[src/rtl/fusc_pkg.sv]
// Package for the firmware update session checker: types, codes, constants.
// No dependencies.
`timescale 1ns / 1ps
package fusc_pkg;
    localparam int BLOCK_BYTES_DEF = 256;
    localparam int SIZE_BITS_DEF   = 20;
    localparam logic [31:0] CRC_POLY = 32'hEDB88320;
    localparam logic [31:0] CRC_INIT = 32'hFFFFFFFF;
    localparam logic [20:0] MAX_SIZE_RST = 21'd229376;
    localparam logic [31:0] TIMEOUT_RST  = 32'd30000;
    localparam logic [19:0] PBASE_RST    = 20'd229376;

    typedef enum logic [2:0] {
        OP_START = 3'd0, OP_WRITE = 3'd1, OP_VERIFY = 3'd2, OP_ABORT = 3'd3, OP_TICK = 3'd4
    } op_t;
    typedef enum logic [2:0] {
        ST_OK = 3'd0, ST_TOO_LARGE = 3'd1, ST_BUSY = 3'd2, ST_WRONG_STATE = 3'd3,
        ST_BAD_BLOCK = 3'd4, ST_FLASH_FAIL = 3'd5, ST_CRC_MISMATCH = 3'd6
    } status_t;
    typedef enum logic [2:0] {
        PH_IDLE = 3'd0, PH_RECV = 3'd1, PH_VERIFY = 3'd2, PH_DONE = 3'd3, PH_ERR = 3'd4
    } phase_t;
    typedef enum logic [1:0] {
        FLT_NONE = 2'd0, FLT_FLASH = 2'd1, FLT_CRC = 2'd2, FLT_TIMEOUT = 2'd3
    } fault_t;
    typedef enum logic [1:0] {
        CFG_MAX_SIZE = 2'd0, CFG_TIMEOUT = 2'd1, CFG_PBASE = 2'd2
    } cfg_idx_t;
    typedef enum logic [1:0] {
        C_IDLE, C_EXEC, C_DIV
    } ctrl_state_t;

    typedef struct packed {
        logic [2:0]  op;
        logic [31:0] now_ms;
        logic [19:0] image_size;
        logic [31:0] expected_crc;
        logic [11:0] block_index;
        logic [8:0]  block_length;
        logic        flash_failed;
        logic [7:0]  image_byte;
    } in_item_t;

    typedef struct packed {
        logic [2:0]  status;
        logic [2:0]  session_phase;
        logic [7:0]  progress_percent;
        logic [1:0]  fault_code;
        logic [20:0] flash_address;
    } out_item_t;

    typedef struct packed {
        logic [1:0]  index;
        logic [31:0] data;
    } cfg_beat_t;

    // controller -> datapath
    typedef struct packed {
        logic exec;       // apply the held item to the session state
        logic div_start;  // load the progress divider
        logic div_step;   // one restoring step
        logic load_out;   // capture the finished result in the output register
    } dp_cmd_t;

    // datapath -> controller
    typedef struct packed {
        logic div_done;
    } dp_stat_t;
endpackage

[src/rtl/fusc_dp.sv]
// Session state, CRC, address and restoring progress divider.
// Depends on fusc_pkg; driven by fusc_ctrl commands.
`timescale 1ns / 1ps
module fusc_dp #(
    parameter int BLOCK_BYTES = fusc_pkg::BLOCK_BYTES_DEF,
    parameter int SIZE_BITS   = fusc_pkg::SIZE_BITS_DEF
) (
    input  logic                clk,
    input  logic                rst_n,
    input  logic                in_take,
    input  fusc_pkg::in_item_t  in_item,
    input  logic                cfg_take,
    input  fusc_pkg::cfg_beat_t cfg_item,
    input  fusc_pkg::dp_cmd_t   cmd,
    output fusc_pkg::dp_stat_t  stat,
    output fusc_pkg::out_item_t result
);
    localparam int BB_BITS  = $clog2(BLOCK_BYTES);
    localparam int BLK_BITS = SIZE_BITS - BB_BITS + 1;
    localparam int RECV_W   = SIZE_BITS + 1;
    localparam int NUM_W    = 23;   // 65535*100 fits
    localparam logic [RECV_W-1:0]    RECV_MAX = {RECV_W{1'b1}};
    localparam logic [SIZE_BITS-1:0] SIZE_MAX = {SIZE_BITS{1'b1}};

    logic [20:0] max_size_reg;
    logic [31:0] timeout_reg;
    logic [19:0] pbase_reg;

    fusc_pkg::in_item_t   item_reg;
    fusc_pkg::phase_t     phase_reg;
    fusc_pkg::fault_t     fault_reg;
    logic [SIZE_BITS-1:0] total_bytes_reg;
    logic [31:0]          wanted_crc_reg;
    logic [BLK_BITS-1:0]  blk_cnt_reg;
    logic [RECV_W-1:0]    bytes_rx_reg;
    logic [15:0]          blocks_rx_reg;
    logic [31:0]          last_ms_reg;
    logic [31:0]          crc_reg;
    logic [SIZE_BITS-1:0] verified_reg;
    fusc_pkg::status_t    status_reg;
    logic [20:0]          addr_reg;

    logic [NUM_W-1:0]    quo_reg;
    logic [BLK_BITS:0]   rem_reg;
    logic [4:0]          div_cnt_reg;

    fusc_pkg::out_item_t result_next;
    fusc_pkg::out_item_t result_reg;

    always_ff @(posedge clk or negedge rst_n)
    begin
        if (!rst_n)
        begin
            max_size_reg <= fusc_pkg::MAX_SIZE_RST;
            timeout_reg  <= fusc_pkg::TIMEOUT_RST;
            pbase_reg    <= fusc_pkg::PBASE_RST;
        end
        else if (cfg_take)
        begin
            unique case (cfg_item.index)
                fusc_pkg::CFG_MAX_SIZE: max_size_reg <= cfg_item.data[20:0];
                fusc_pkg::CFG_TIMEOUT:  timeout_reg  <= cfg_item.data;
                fusc_pkg::CFG_PBASE:    pbase_reg    <= cfg_item.data[19:0];
                default: ;
            endcase
        end
    end

    always_ff @(posedge clk)
    begin
        if (in_take)
            item_reg <= in_item;
    end

    // combinational update of one item
    fusc_pkg::phase_t     phase_next;
    fusc_pkg::fault_t     fault_next;
    fusc_pkg::status_t    status_next;
    logic [SIZE_BITS-1:0] total_bytes_next;
    logic [31:0]          wanted_crc_next;
    logic [BLK_BITS-1:0]  blk_cnt_next;
    logic [RECV_W-1:0]    bytes_rx_next;
    logic [15:0]          blocks_rx_next;
    logic [31:0]          last_ms_next;
    logic [31:0]          crc_next;
    logic [SIZE_BITS-1:0] verified_next;
    logic [20:0]          addr_next;
    logic [RECV_W:0]      rx_sum;
    logic [SIZE_BITS:0]   size_ceil;
    logic [31:0]          crc_tmp;
    logic [31:0]          elapsed;
    logic [SIZE_BITS-1:0] isize;

    always_comb
    begin
        phase_next = phase_reg;
        fault_next = fault_reg;
        status_next = fusc_pkg::ST_OK;
        total_bytes_next = total_bytes_reg;
        wanted_crc_next = wanted_crc_reg;
        blk_cnt_next = blk_cnt_reg;
        bytes_rx_next = bytes_rx_reg;
        blocks_rx_next = blocks_rx_reg;
        last_ms_next = last_ms_reg;
        crc_next = crc_reg;
        verified_next = verified_reg;
        addr_next = '0;
        isize = SIZE_BITS'(item_reg.image_size);
        size_ceil = {1'b0, isize} + (SIZE_BITS+1)'(BLOCK_BYTES - 1);
        rx_sum = {1'b0, bytes_rx_reg} + (RECV_W+1)'(item_reg.block_length);
        elapsed = item_reg.now_ms - last_ms_reg;
        crc_tmp = crc_reg ^ {24'd0, item_reg.image_byte};
        for (int k = 0; k < 8; k++)
            crc_tmp = (crc_tmp >> 1) ^ (crc_tmp[0] ? fusc_pkg::CRC_POLY : 32'd0);
        unique case (item_reg.op)
            fusc_pkg::OP_START:
            begin
                if (21'(item_reg.image_size) > max_size_reg)
                    status_next = fusc_pkg::ST_TOO_LARGE;
                else if (phase_reg == fusc_pkg::PH_RECV)
                    status_next = fusc_pkg::ST_BUSY;
                else
                begin
                    phase_next = fusc_pkg::PH_RECV;
                    total_bytes_next = isize;
                    wanted_crc_next = item_reg.expected_crc;
                    blk_cnt_next = size_ceil[SIZE_BITS:BB_BITS];
                    bytes_rx_next = '0;
                    blocks_rx_next = '0;
                    last_ms_next = item_reg.now_ms;
                    fault_next = fusc_pkg::FLT_NONE;
                    crc_next = fusc_pkg::CRC_INIT;
                    verified_next = '0;
                end
            end
            fusc_pkg::OP_WRITE:
            begin
                if (phase_reg != fusc_pkg::PH_RECV)
                    status_next = fusc_pkg::ST_WRONG_STATE;
                else if (BLK_BITS'(item_reg.block_index) >= blk_cnt_reg
                         || (BLK_BITS < 12 && (item_reg.block_index >> BLK_BITS) != 12'd0))
                    status_next = fusc_pkg::ST_BAD_BLOCK;
                else
                begin
                    addr_next = 21'({1'b0, pbase_reg}
                                    + (33'(item_reg.block_index) << BB_BITS));
                    if (item_reg.flash_failed)
                    begin
                        phase_next = fusc_pkg::PH_ERR;
                        fault_next = fusc_pkg::FLT_FLASH;
                        status_next = fusc_pkg::ST_FLASH_FAIL;
                    end
                    else
                    begin
                        bytes_rx_next = rx_sum[RECV_W] ? RECV_MAX : rx_sum[RECV_W-1:0];
                        if (blocks_rx_reg != 16'hFFFF)
                            blocks_rx_next = blocks_rx_reg + 16'd1;
                        last_ms_next = item_reg.now_ms;
                        if (bytes_rx_next >= {1'b0, total_bytes_reg})
                            phase_next = fusc_pkg::PH_VERIFY;
                    end
                end
            end
            fusc_pkg::OP_VERIFY:
            begin
                if (phase_reg != fusc_pkg::PH_VERIFY)
                    status_next = fusc_pkg::ST_WRONG_STATE;
                else
                begin
                    crc_next = crc_tmp;
                    if (verified_reg != SIZE_MAX)
                        verified_next = verified_reg + 1'b1;
                    if (verified_next >= total_bytes_reg)
                    begin
                        if (~crc_tmp != wanted_crc_reg)
                        begin
                            phase_next = fusc_pkg::PH_ERR;
                            fault_next = fusc_pkg::FLT_CRC;
                            status_next = fusc_pkg::ST_CRC_MISMATCH;
                        end
                        else
                            phase_next = fusc_pkg::PH_DONE;
                    end
                end
            end
            fusc_pkg::OP_ABORT: phase_next = fusc_pkg::PH_IDLE;
            fusc_pkg::OP_TICK:
            begin
                if (phase_reg == fusc_pkg::PH_RECV && elapsed > timeout_reg)
                begin
                    phase_next = fusc_pkg::PH_ERR;
                    fault_next = fusc_pkg::FLT_TIMEOUT;
                end
            end
            default: ;
        endcase
    end

    always_ff @(posedge clk or negedge rst_n)
    begin
        if (!rst_n)
        begin
            phase_reg <= fusc_pkg::PH_IDLE;
            fault_reg <= fusc_pkg::FLT_NONE;
            total_bytes_reg <= '0;
            wanted_crc_reg <= '0;
            blk_cnt_reg <= '0;
            bytes_rx_reg <= '0;
            blocks_rx_reg <= '0;
            last_ms_reg <= '0;
            crc_reg <= fusc_pkg::CRC_INIT;
            verified_reg <= '0;
        end
        else if (cmd.exec)
        begin
            phase_reg <= phase_next;
            fault_reg <= fault_next;
            total_bytes_reg <= total_bytes_next;
            wanted_crc_reg <= wanted_crc_next;
            blk_cnt_reg <= blk_cnt_next;
            bytes_rx_reg <= bytes_rx_next;
            blocks_rx_reg <= blocks_rx_next;
            last_ms_reg <= last_ms_next;
            crc_reg <= crc_next;
            verified_reg <= verified_next;
        end
    end

    always_ff @(posedge clk)
    begin
        if (cmd.exec)
        begin
            status_reg <= status_next;
            addr_reg <= addr_next;
        end
    end

    // restoring divider: blocks*100 / block count, one quotient bit a cycle
    logic [NUM_W-1:0]  dividend;
    logic [BLK_BITS+1:0] rem_try;
    logic [BLK_BITS:0]   rem_shift;

    assign dividend = NUM_W'({blocks_rx_next, 6'd0}) + NUM_W'({blocks_rx_next, 5'd0})
                    + NUM_W'({blocks_rx_next, 2'd0});
    assign rem_shift = {rem_reg[BLK_BITS-1:0], quo_reg[NUM_W-1]};
    assign rem_try = {1'b0, rem_shift} - {2'b00, blk_cnt_reg};

    always_ff @(posedge clk or negedge rst_n)
    begin
        if (!rst_n)
            div_cnt_reg <= '0;
        else if (cmd.div_start)
            div_cnt_reg <= 5'(NUM_W);
        else if (cmd.div_step)
            div_cnt_reg <= div_cnt_reg - 5'd1;
    end

    always_ff @(posedge clk)
    begin
        if (cmd.div_start)
        begin
            quo_reg <= dividend;
            rem_reg <= '0;
        end
        else if (cmd.div_step)
        begin
            if (!rem_try[BLK_BITS+1])
            begin
                rem_reg <= rem_try[BLK_BITS:0];
                quo_reg <= {quo_reg[NUM_W-2:0], 1'b1};
            end
            else
            begin
                rem_reg <= rem_shift;
                quo_reg <= {quo_reg[NUM_W-2:0], 1'b0};
            end
        end
    end

    assign stat.div_done = (div_cnt_reg == 5'd0);

    always_comb
    begin
        result_next.status = status_reg;
        result_next.session_phase = phase_reg;
        result_next.fault_code = fault_reg;
        result_next.flash_address = addr_reg;
        if (blk_cnt_reg == '0)
            result_next.progress_percent = 8'd0;
        else if (quo_reg > NUM_W'(255))
            result_next.progress_percent = 8'hFF;
        else
            result_next.progress_percent = quo_reg[7:0];
    end

    // output register: frees the session state for the next item
    always_ff @(posedge clk)
    begin
        if (cmd.load_out)
            result_reg <= result_next;
    end

    assign result = result_reg;
endmodule
[config.mk]
export PLATFORM = sky130hd
export DESIGN_NAME = fusc_dp
export DESIGN_NICKNAME = d
export VERILOG_FILES = /design/src/rtl/fusc_pkg.sv /design/src/rtl/fusc_dp.sv
export SDC_FILE = /design/constraint.sdc
export NUM_CORES = 1
export LEC_CHECK = 0
export BUFFER_PORTS_ARGS = -buffer_cell sky130_fd_sc_hd__buf_2
export CAP_MARGIN = 20
export CORE_ASPECT_RATIO = 0.5
export CORE_UTILIZATION = 45
export DETAILED_ROUTE_END_ITERATION = 16
export GPL_TIMING_DRIVEN = 0
export PLACE_DENSITY = 0.72
export SETUP_SLACK_MARGIN = 0.1
export SLEW_MARGIN = 20
export SYNTH_ARGS = -nofsm -noshare
export SYNTH_HDL_FRONTEND = slang
export SYNTH_SLANG_ARGS = --single-unit
[constraint.sdc]
create_clock -name clk -period 7.9 [get_ports clk]
set_clock_uncertainty 0.15 [all_clocks]
set_input_delay 0.395 -clock clk [delete_from_list [all_inputs] [get_ports clk]]
set_output_delay 0.395 -clock clk [all_outputs]
set_load 0.01 [all_outputs]
; ---- Word-level counts from Yosys, hierarchy flattened
; Cells that the tools add are included.
; W data, S select, Z words.
[totals]
ff_bits = 483
in_bits = 159
out_inout_bits = 38
[classes]
add_sub_neg = 10
order_cmp = 6
eq_ne = 23
mux = 76
n_bitwise = 13
n_reduce_logical = 19
[ops]
columns = op, n
row1 = $mux W32, 16
row2 = $xor A31 B32 Y32, 8
row3 = $pmux W32 S2, 2
row4 = $mux W21, 6
row5 = $mux W20, 6
row6 = $mux W16, 6
row7 = $mux W3, 16
row8 = $mux W23, 2
row9 = $pmux W21 S2, 1
row10 = $pmux W20 S2, 1
row11 = $gt A32 B32 Y1, 1
row12 = $ne A32 B32 Y1, 1
row13 = $not A32 Y32, 1
row14 = $pmux W16 S2, 1
row15 = $sub A32 B32 Y32, 1
row16 = $xor A32 B8 Y32, 1
row17 = $add A22 B21 Y23, 1
row18 = $add A23 B18 Y23, 1
row19 = $gt A23 B8 Y1 const B, 1
row20 = $add A21 B9 Y22, 1
row21 = $mux W2, 11
row22 = $add A20 B20 Y21, 1
row23 = $add A20 B8 Y21 const B, 1
row24 = $ge A21 B20 Y1, 1
row25 = other kinds (41), 59

; ---- Depth between registers and ports, before layout
[depth]
word_depth = 23
depth_mapped = 27
depth_no_buf = 26

; ---- Least setup slack after synthesis
; No wires, ideal clock.
[synth_path]
path_kind = reg2reg
from = register item_reg (netlist bit isize[8])
to = register quo_reg[22] (data pin)
setup_ps = 152
arrival_time_ps = 5281
t_required_ps = 7598
slack_ps = 2318
path_stages_with_launch = 26
path_buffers = 0
synth_period_minus_slack_ps = 5582
cell_sequence = edfxtp_1 -> ha_1 -> and2_1 -> a221o_1 -> a221o_1 -> or3_1 -> a21oi_1 -> o21ai_1 -> a21o_1 -> a32oi_1 -> inv_1 -> ha_1 -> xnor2_1 -> ha_1 -> inv_1 -> fa_1 -> nor2b_1 -> o21ai_0 -> a21boi_0 -> o21ai_0 -> a21oi_1 -> a41oi_1 -> a211o_1 -> o21ai_0 -> o21ai_0 -> a31oi_1
[synth_between]
elab_chain_len = 6
[synth_rtl]
columns = item, line_no
row1 = start: declaration, fusc_dp.sv:29  ; fusc_pkg::in_item_t item_reg;
row2 = start signal: assignment, fusc_dp.sv:72  ; item_reg <= in_item;
row3 = $gt A20 B21 Y1 (*), fusc_dp.sv:118  ; if (21'(item_reg.image_size) > max_size_reg)
row4 = $mux W16 (*), fusc_dp.sv:118
row5 = $pmux W16 S2 (*), fusc_dp.sv:115  ; unique case (item_reg.op)
row6 = named net blocks_rx_next[1], fusc_dp.sv:83  ; logic [15:0] blocks_rx_next;
row7 = $add A22 B21 Y23, fusc_dp.sv:243  ; assign dividend = NUM_W'({blocks_rx_next, 6'd0}) + NUM_W'({blocks_rx_next, 5'd0})
row8 = $add A23 B18 Y23 (*), fusc_dp.sv:244  ; + NUM_W'({blocks_rx_next, 2'd0});
row9 = $mux W23 (*), fusc_dp.sv:260  ; if (cmd.div_start)
row10 = end signal: assignment, fusc_dp.sv:262  ; quo_reg <= dividend;
row11 = end signal: assignment, fusc_dp.sv:270  ; quo_reg <= {quo_reg[NUM_W-2:0], 1'b1};
row12 = end signal: assignment, fusc_dp.sv:275  ; quo_reg <= {quo_reg[NUM_W-2:0], 1'b0};
row13 = end: declaration, fusc_dp.sv:43  ; logic [NUM_W-1:0] quo_reg;
; The timed path passes the listed nets; every way through them passes the cells marked *.
; A chain may end at the register's enable or synchronous reset.

==> flow_summary_export.csv <==
group,metric,value,unit
outcome,status,"finished with violations",
outcome,violations,"design-rule violations",
critical_path,critPathMaxStageDelay,0.82,ns
clocking,cts_tree,"yes",
sta,fin_crit,7.297,ns
power,leakage,0.01415,uW
synthesis,synth_compound_area_frac,0.1242,
drt,postRouteWirelength,68450,um
run,maxCapViolations,0,
critical_path,cp-start-kind,"flip-flop",
critical_path,cp.required,8.20,ns
clocking,cts_max_level,2,
power,p_switching,4277,uW
drt,wire_per_inst,18.28,um
critical_path,critPathArrivalTime,7.60,ns
drt,ant_nets,0,
synthesis,synthFlopType,"dfrtp_1",
critical_path,cp_slowest_cell,"a2111oi_0",
clocking,cts_buffers,45,
placement,dpl_cell_area,29180,sq um
grt,grt_pass1_wl,109000,um
sta,setup_viol,0,
drt,highest_layer,"met4",
synthesis,yosysSeqAreaShare,0.4835,
floorplanning,start_util,0.4559,
final_layout,final_area,32220,sq um
final_layout,nNetsFinal,3263,
sta,slew_viol_final,0,
final_layout,layout_common_cells,"dfrtp_1 (224), nand2_1 (209), ha_1 (202)",
synthesis,ys_seq_elements,483,
critical_path,endpoint_kind,"flip-flop",
synthesis,synth_area_leaders,"edfxtp_1 (22%), dfrtp_1 (21%), ha_1 (9.3%)",
critical_path,crit_type,"flip-flop to flip-flop",
grt,overflow,0,
sta,rsz0062_at_grt,"false",
drt,dr_total_vias,20392,
clocking,cts-root-buf,"clkbuf_16",
sta,fin_setup_tns,0,ns
synthesis,async_flop_share,0.5569,
synthesis,muxShareOfSynthArea,0.06016,
floorplanning,coreArea,59360,sq um
critical_path,crit_path_frequent_cell,"a21oi_1",
synthesis,synthesis.nets,2866,
clocking,clk_pin_slew,0.07,ns
clocking,clockBufferDepth,3,
floorplanning,die-area,61180,sq um
final_layout,layout-drive-gt1-share,0.1549,
drt,drc,2,
synthesis,synthAdderAreaFrac,0.09932,
power,comb_power_share,0.467,
critical_path,cp_max_fo,10,
sta,period_share,0.9237,
final_layout,area_delta_synth_final,19.06,%
placement,place_hpwl,49490,um
placement,place.port_buffers,195,
synthesis,yosys.area_share.simple,0.1167,
final_layout,num-fill-cells,5004,
drt,detailedRoute.firstIterationViolations,1633,
placement,dp_slack,0.7277,ns
drt,route.met3.wl,3490,um
synthesis,synth.top_cell.area_share,0.2231,
sta,relSlewSlack,0.3657,
drt,vias_per_cell,5.445,
sta,setup_slack,0.6029,ns
placement,gp_congestion,0.9259,
floorplanning,rows,63,
power,clockPowerShare,0.203,
power,peakVddDrop,0.0002200,V
synthesis,syn-cell-area,27060,sq um
synthesis,synth-xor-area-share,0.08018,
grt,grt_pass1_vias,20342,
power,intPower,6904,uW
worst_hold_path,hold_path.class,"input port to async pin",
power,netSwitchingFraction,0.3826,
sta,tightest_slew,0.9275,ns
floorplanning,ios,197,
grt,grt_max_degree,101,
drt,met1_length,29980,um
clocking,clk-insertion-delay-late,0.59,ns
drt,firstDrtPassIters,11,
synthesis,ys_types,83,
critical_path,crit_start,"item_reg[82]$_DFFE_PP_",
synthesis,yosysTopAreaCell,"edfxtp_1",
critical_path,reg2reg_from,"item_reg[82]$_DFFE_PP_",
synthesis,synth_top_family_by_area,"compound AO/OA/AOI/OAI gates",
clocking,cts.sink_count,483,
drt,wl_met2,33290,um
power,pwr-share-seq,0.330,
floorplanning,die_w,348.8,um
floorplanning,die_h,175.4,um
grt,grt_antenna_before_repair,1,
synthesis,yosys_warnings,0,
final_layout,final_common_cell,"dfrtp_1",
power,power_density,347.1,nW/um^2
synthesis,syn_inst,2497,
sta,fmax,0.1370,GHz
synthesis,synth_edf_count,201,
final_layout,largest_reg_flops,97,
synthesis,syn_avg_cell_area,10.84,sq um
sta,hold_violations,0,
grt,track_usage,0.2233,
[routing by layer]
metal | vias up | GRT usage
li1 | 9743 | -
met1 | 9976 | 0.2975
met2 | 565 | 0.3815
met3 | 108 | 0.02997
met4 | 0 | 0.06378
met5 | - | 0
[final cells by class]
class | instances | area [sq um] | area share
Multi-Input combinational cell | 1758 | 13010 | 0.4038
Sequential cell | 483 | 13080 | 0.4061
Buffer | 79 | 307.8 | 0.009554
Tap cell | 812 | 1016 | 0.03154
Antenna cell | 2 | 5.005 | 0.0001553
Inverter | 177 | 664.4 | 0.02062
Clock inverter | 29 | 324.1 | 0.01006
Timing Repair Buffer | 350 | 2614 | 0.08113
Clock buffer | 55 | 1194 | 0.03705
[Yosys cell counts (13+ instances only)]
master    number
nand2_1      209
inv_1        177
edfxtp_1     201
dfstp_2       45
nand3_1       62
mux2_1        34
nand2b_1      32
dfrtp_1      224
mux2_2        95
nor3_1        37
xnor2_1      108
a31oi_1       40
o21a_1        25
nor2b_1       26
ha_1         202
xor2_1        77
a21o_1        45
nor2_1       175
o21ai_0      128
nor4_1        13
mux2i_1       16
dfxtp_1       13
a21oi_1      113
a211oi_1      24
nand4_1       22
and3_1        36
clkbuf_1      69
o21bai_1      17
o21ai_1       13
[power groups by stage]
stage	Clock, uW	Combinational, uW	Sequential [uW]
2_1_floorplan	0	3950	3590
3_3_place_gp	0	4910	3700
4_1_cts	2310	5170	3690
6_report	2270	5220	3690
5_1_grt	2400	5770	3760
3_5_place_dp	0	5060	3730
[what timing repair did]
item	CTS	global route
endpoints found under the hold margin	257	0
buffers inserted	0	0
hold buffers	151	0
gates resized for setup	0	0
[metrics by stage]
| stage | std cells | power [uW] | utilization | hold slack (ns) |
|---|---|---|---|---|
| global placement | 3504 | 8611 | 0.4895 | 0.2531 |
| finish | 3745 | 11180 | 0.5428 | 0.04537 |
| floorplan | 2497 | 7536 | - | -0.05059 |
| detailed placement | 3508 | 8792 | 0.4916 | 0.04787 |
| global route | 3744 | 11930 | 0.5427 | 0.03047 |
| CTS | 3743 | 11170 | 0.5426 | 0.01636 |
[cells by family (layout without fill, tap and decap cells)]
family,after synthesis,after routing
adder cells (fa/ha/maj),210,210
AO/OA/AOI/OAI,524,524
multiplexers,146,146
flip-flops,483,483
AND/OR/NAND/NOR,666,666
XOR/XNOR,212,212
buffers and inverters,256,690
other,0,2
[worst max-delay path, delay by kind of cell (launching register included)]
| family | cells | cell delay (ns) |
|---|---|---|
| adders and majority gates | 3 | 0.69 |
| and+or+nand+nor | 6 | 1.45 |
| xor gates and xnor gates | 1 | 0.15 |
| DFF | 1 | 0.32 |
| muxes | 1 | 0.39 |
| buffers and inverters | 4 | 1.23 |
| AOI/OAI and AO/OA | 10 | 2.79 |
[final timing paths]
check	to	slack, ns	depth (start not counted)
min in group clk	item_reg[9]$_DFFE_PP_	0.15	1
max in group asynchronous	last_ms_reg[21]$_DFFE_PN0P_	6.41	4
max	total_bytes_reg[19]$_DFFE_PN0P_	0.60	25
min	div_cnt_reg[4]$_DFFE_PN0P_	0.05	2
max reg2reg	total_bytes_reg[19]$_DFFE_PN0P_	0.60	25
min reg2reg	result[36]$_DFFE_PP_	0.27	0
No activity file was read; power rests on OpenSTA's default activity.
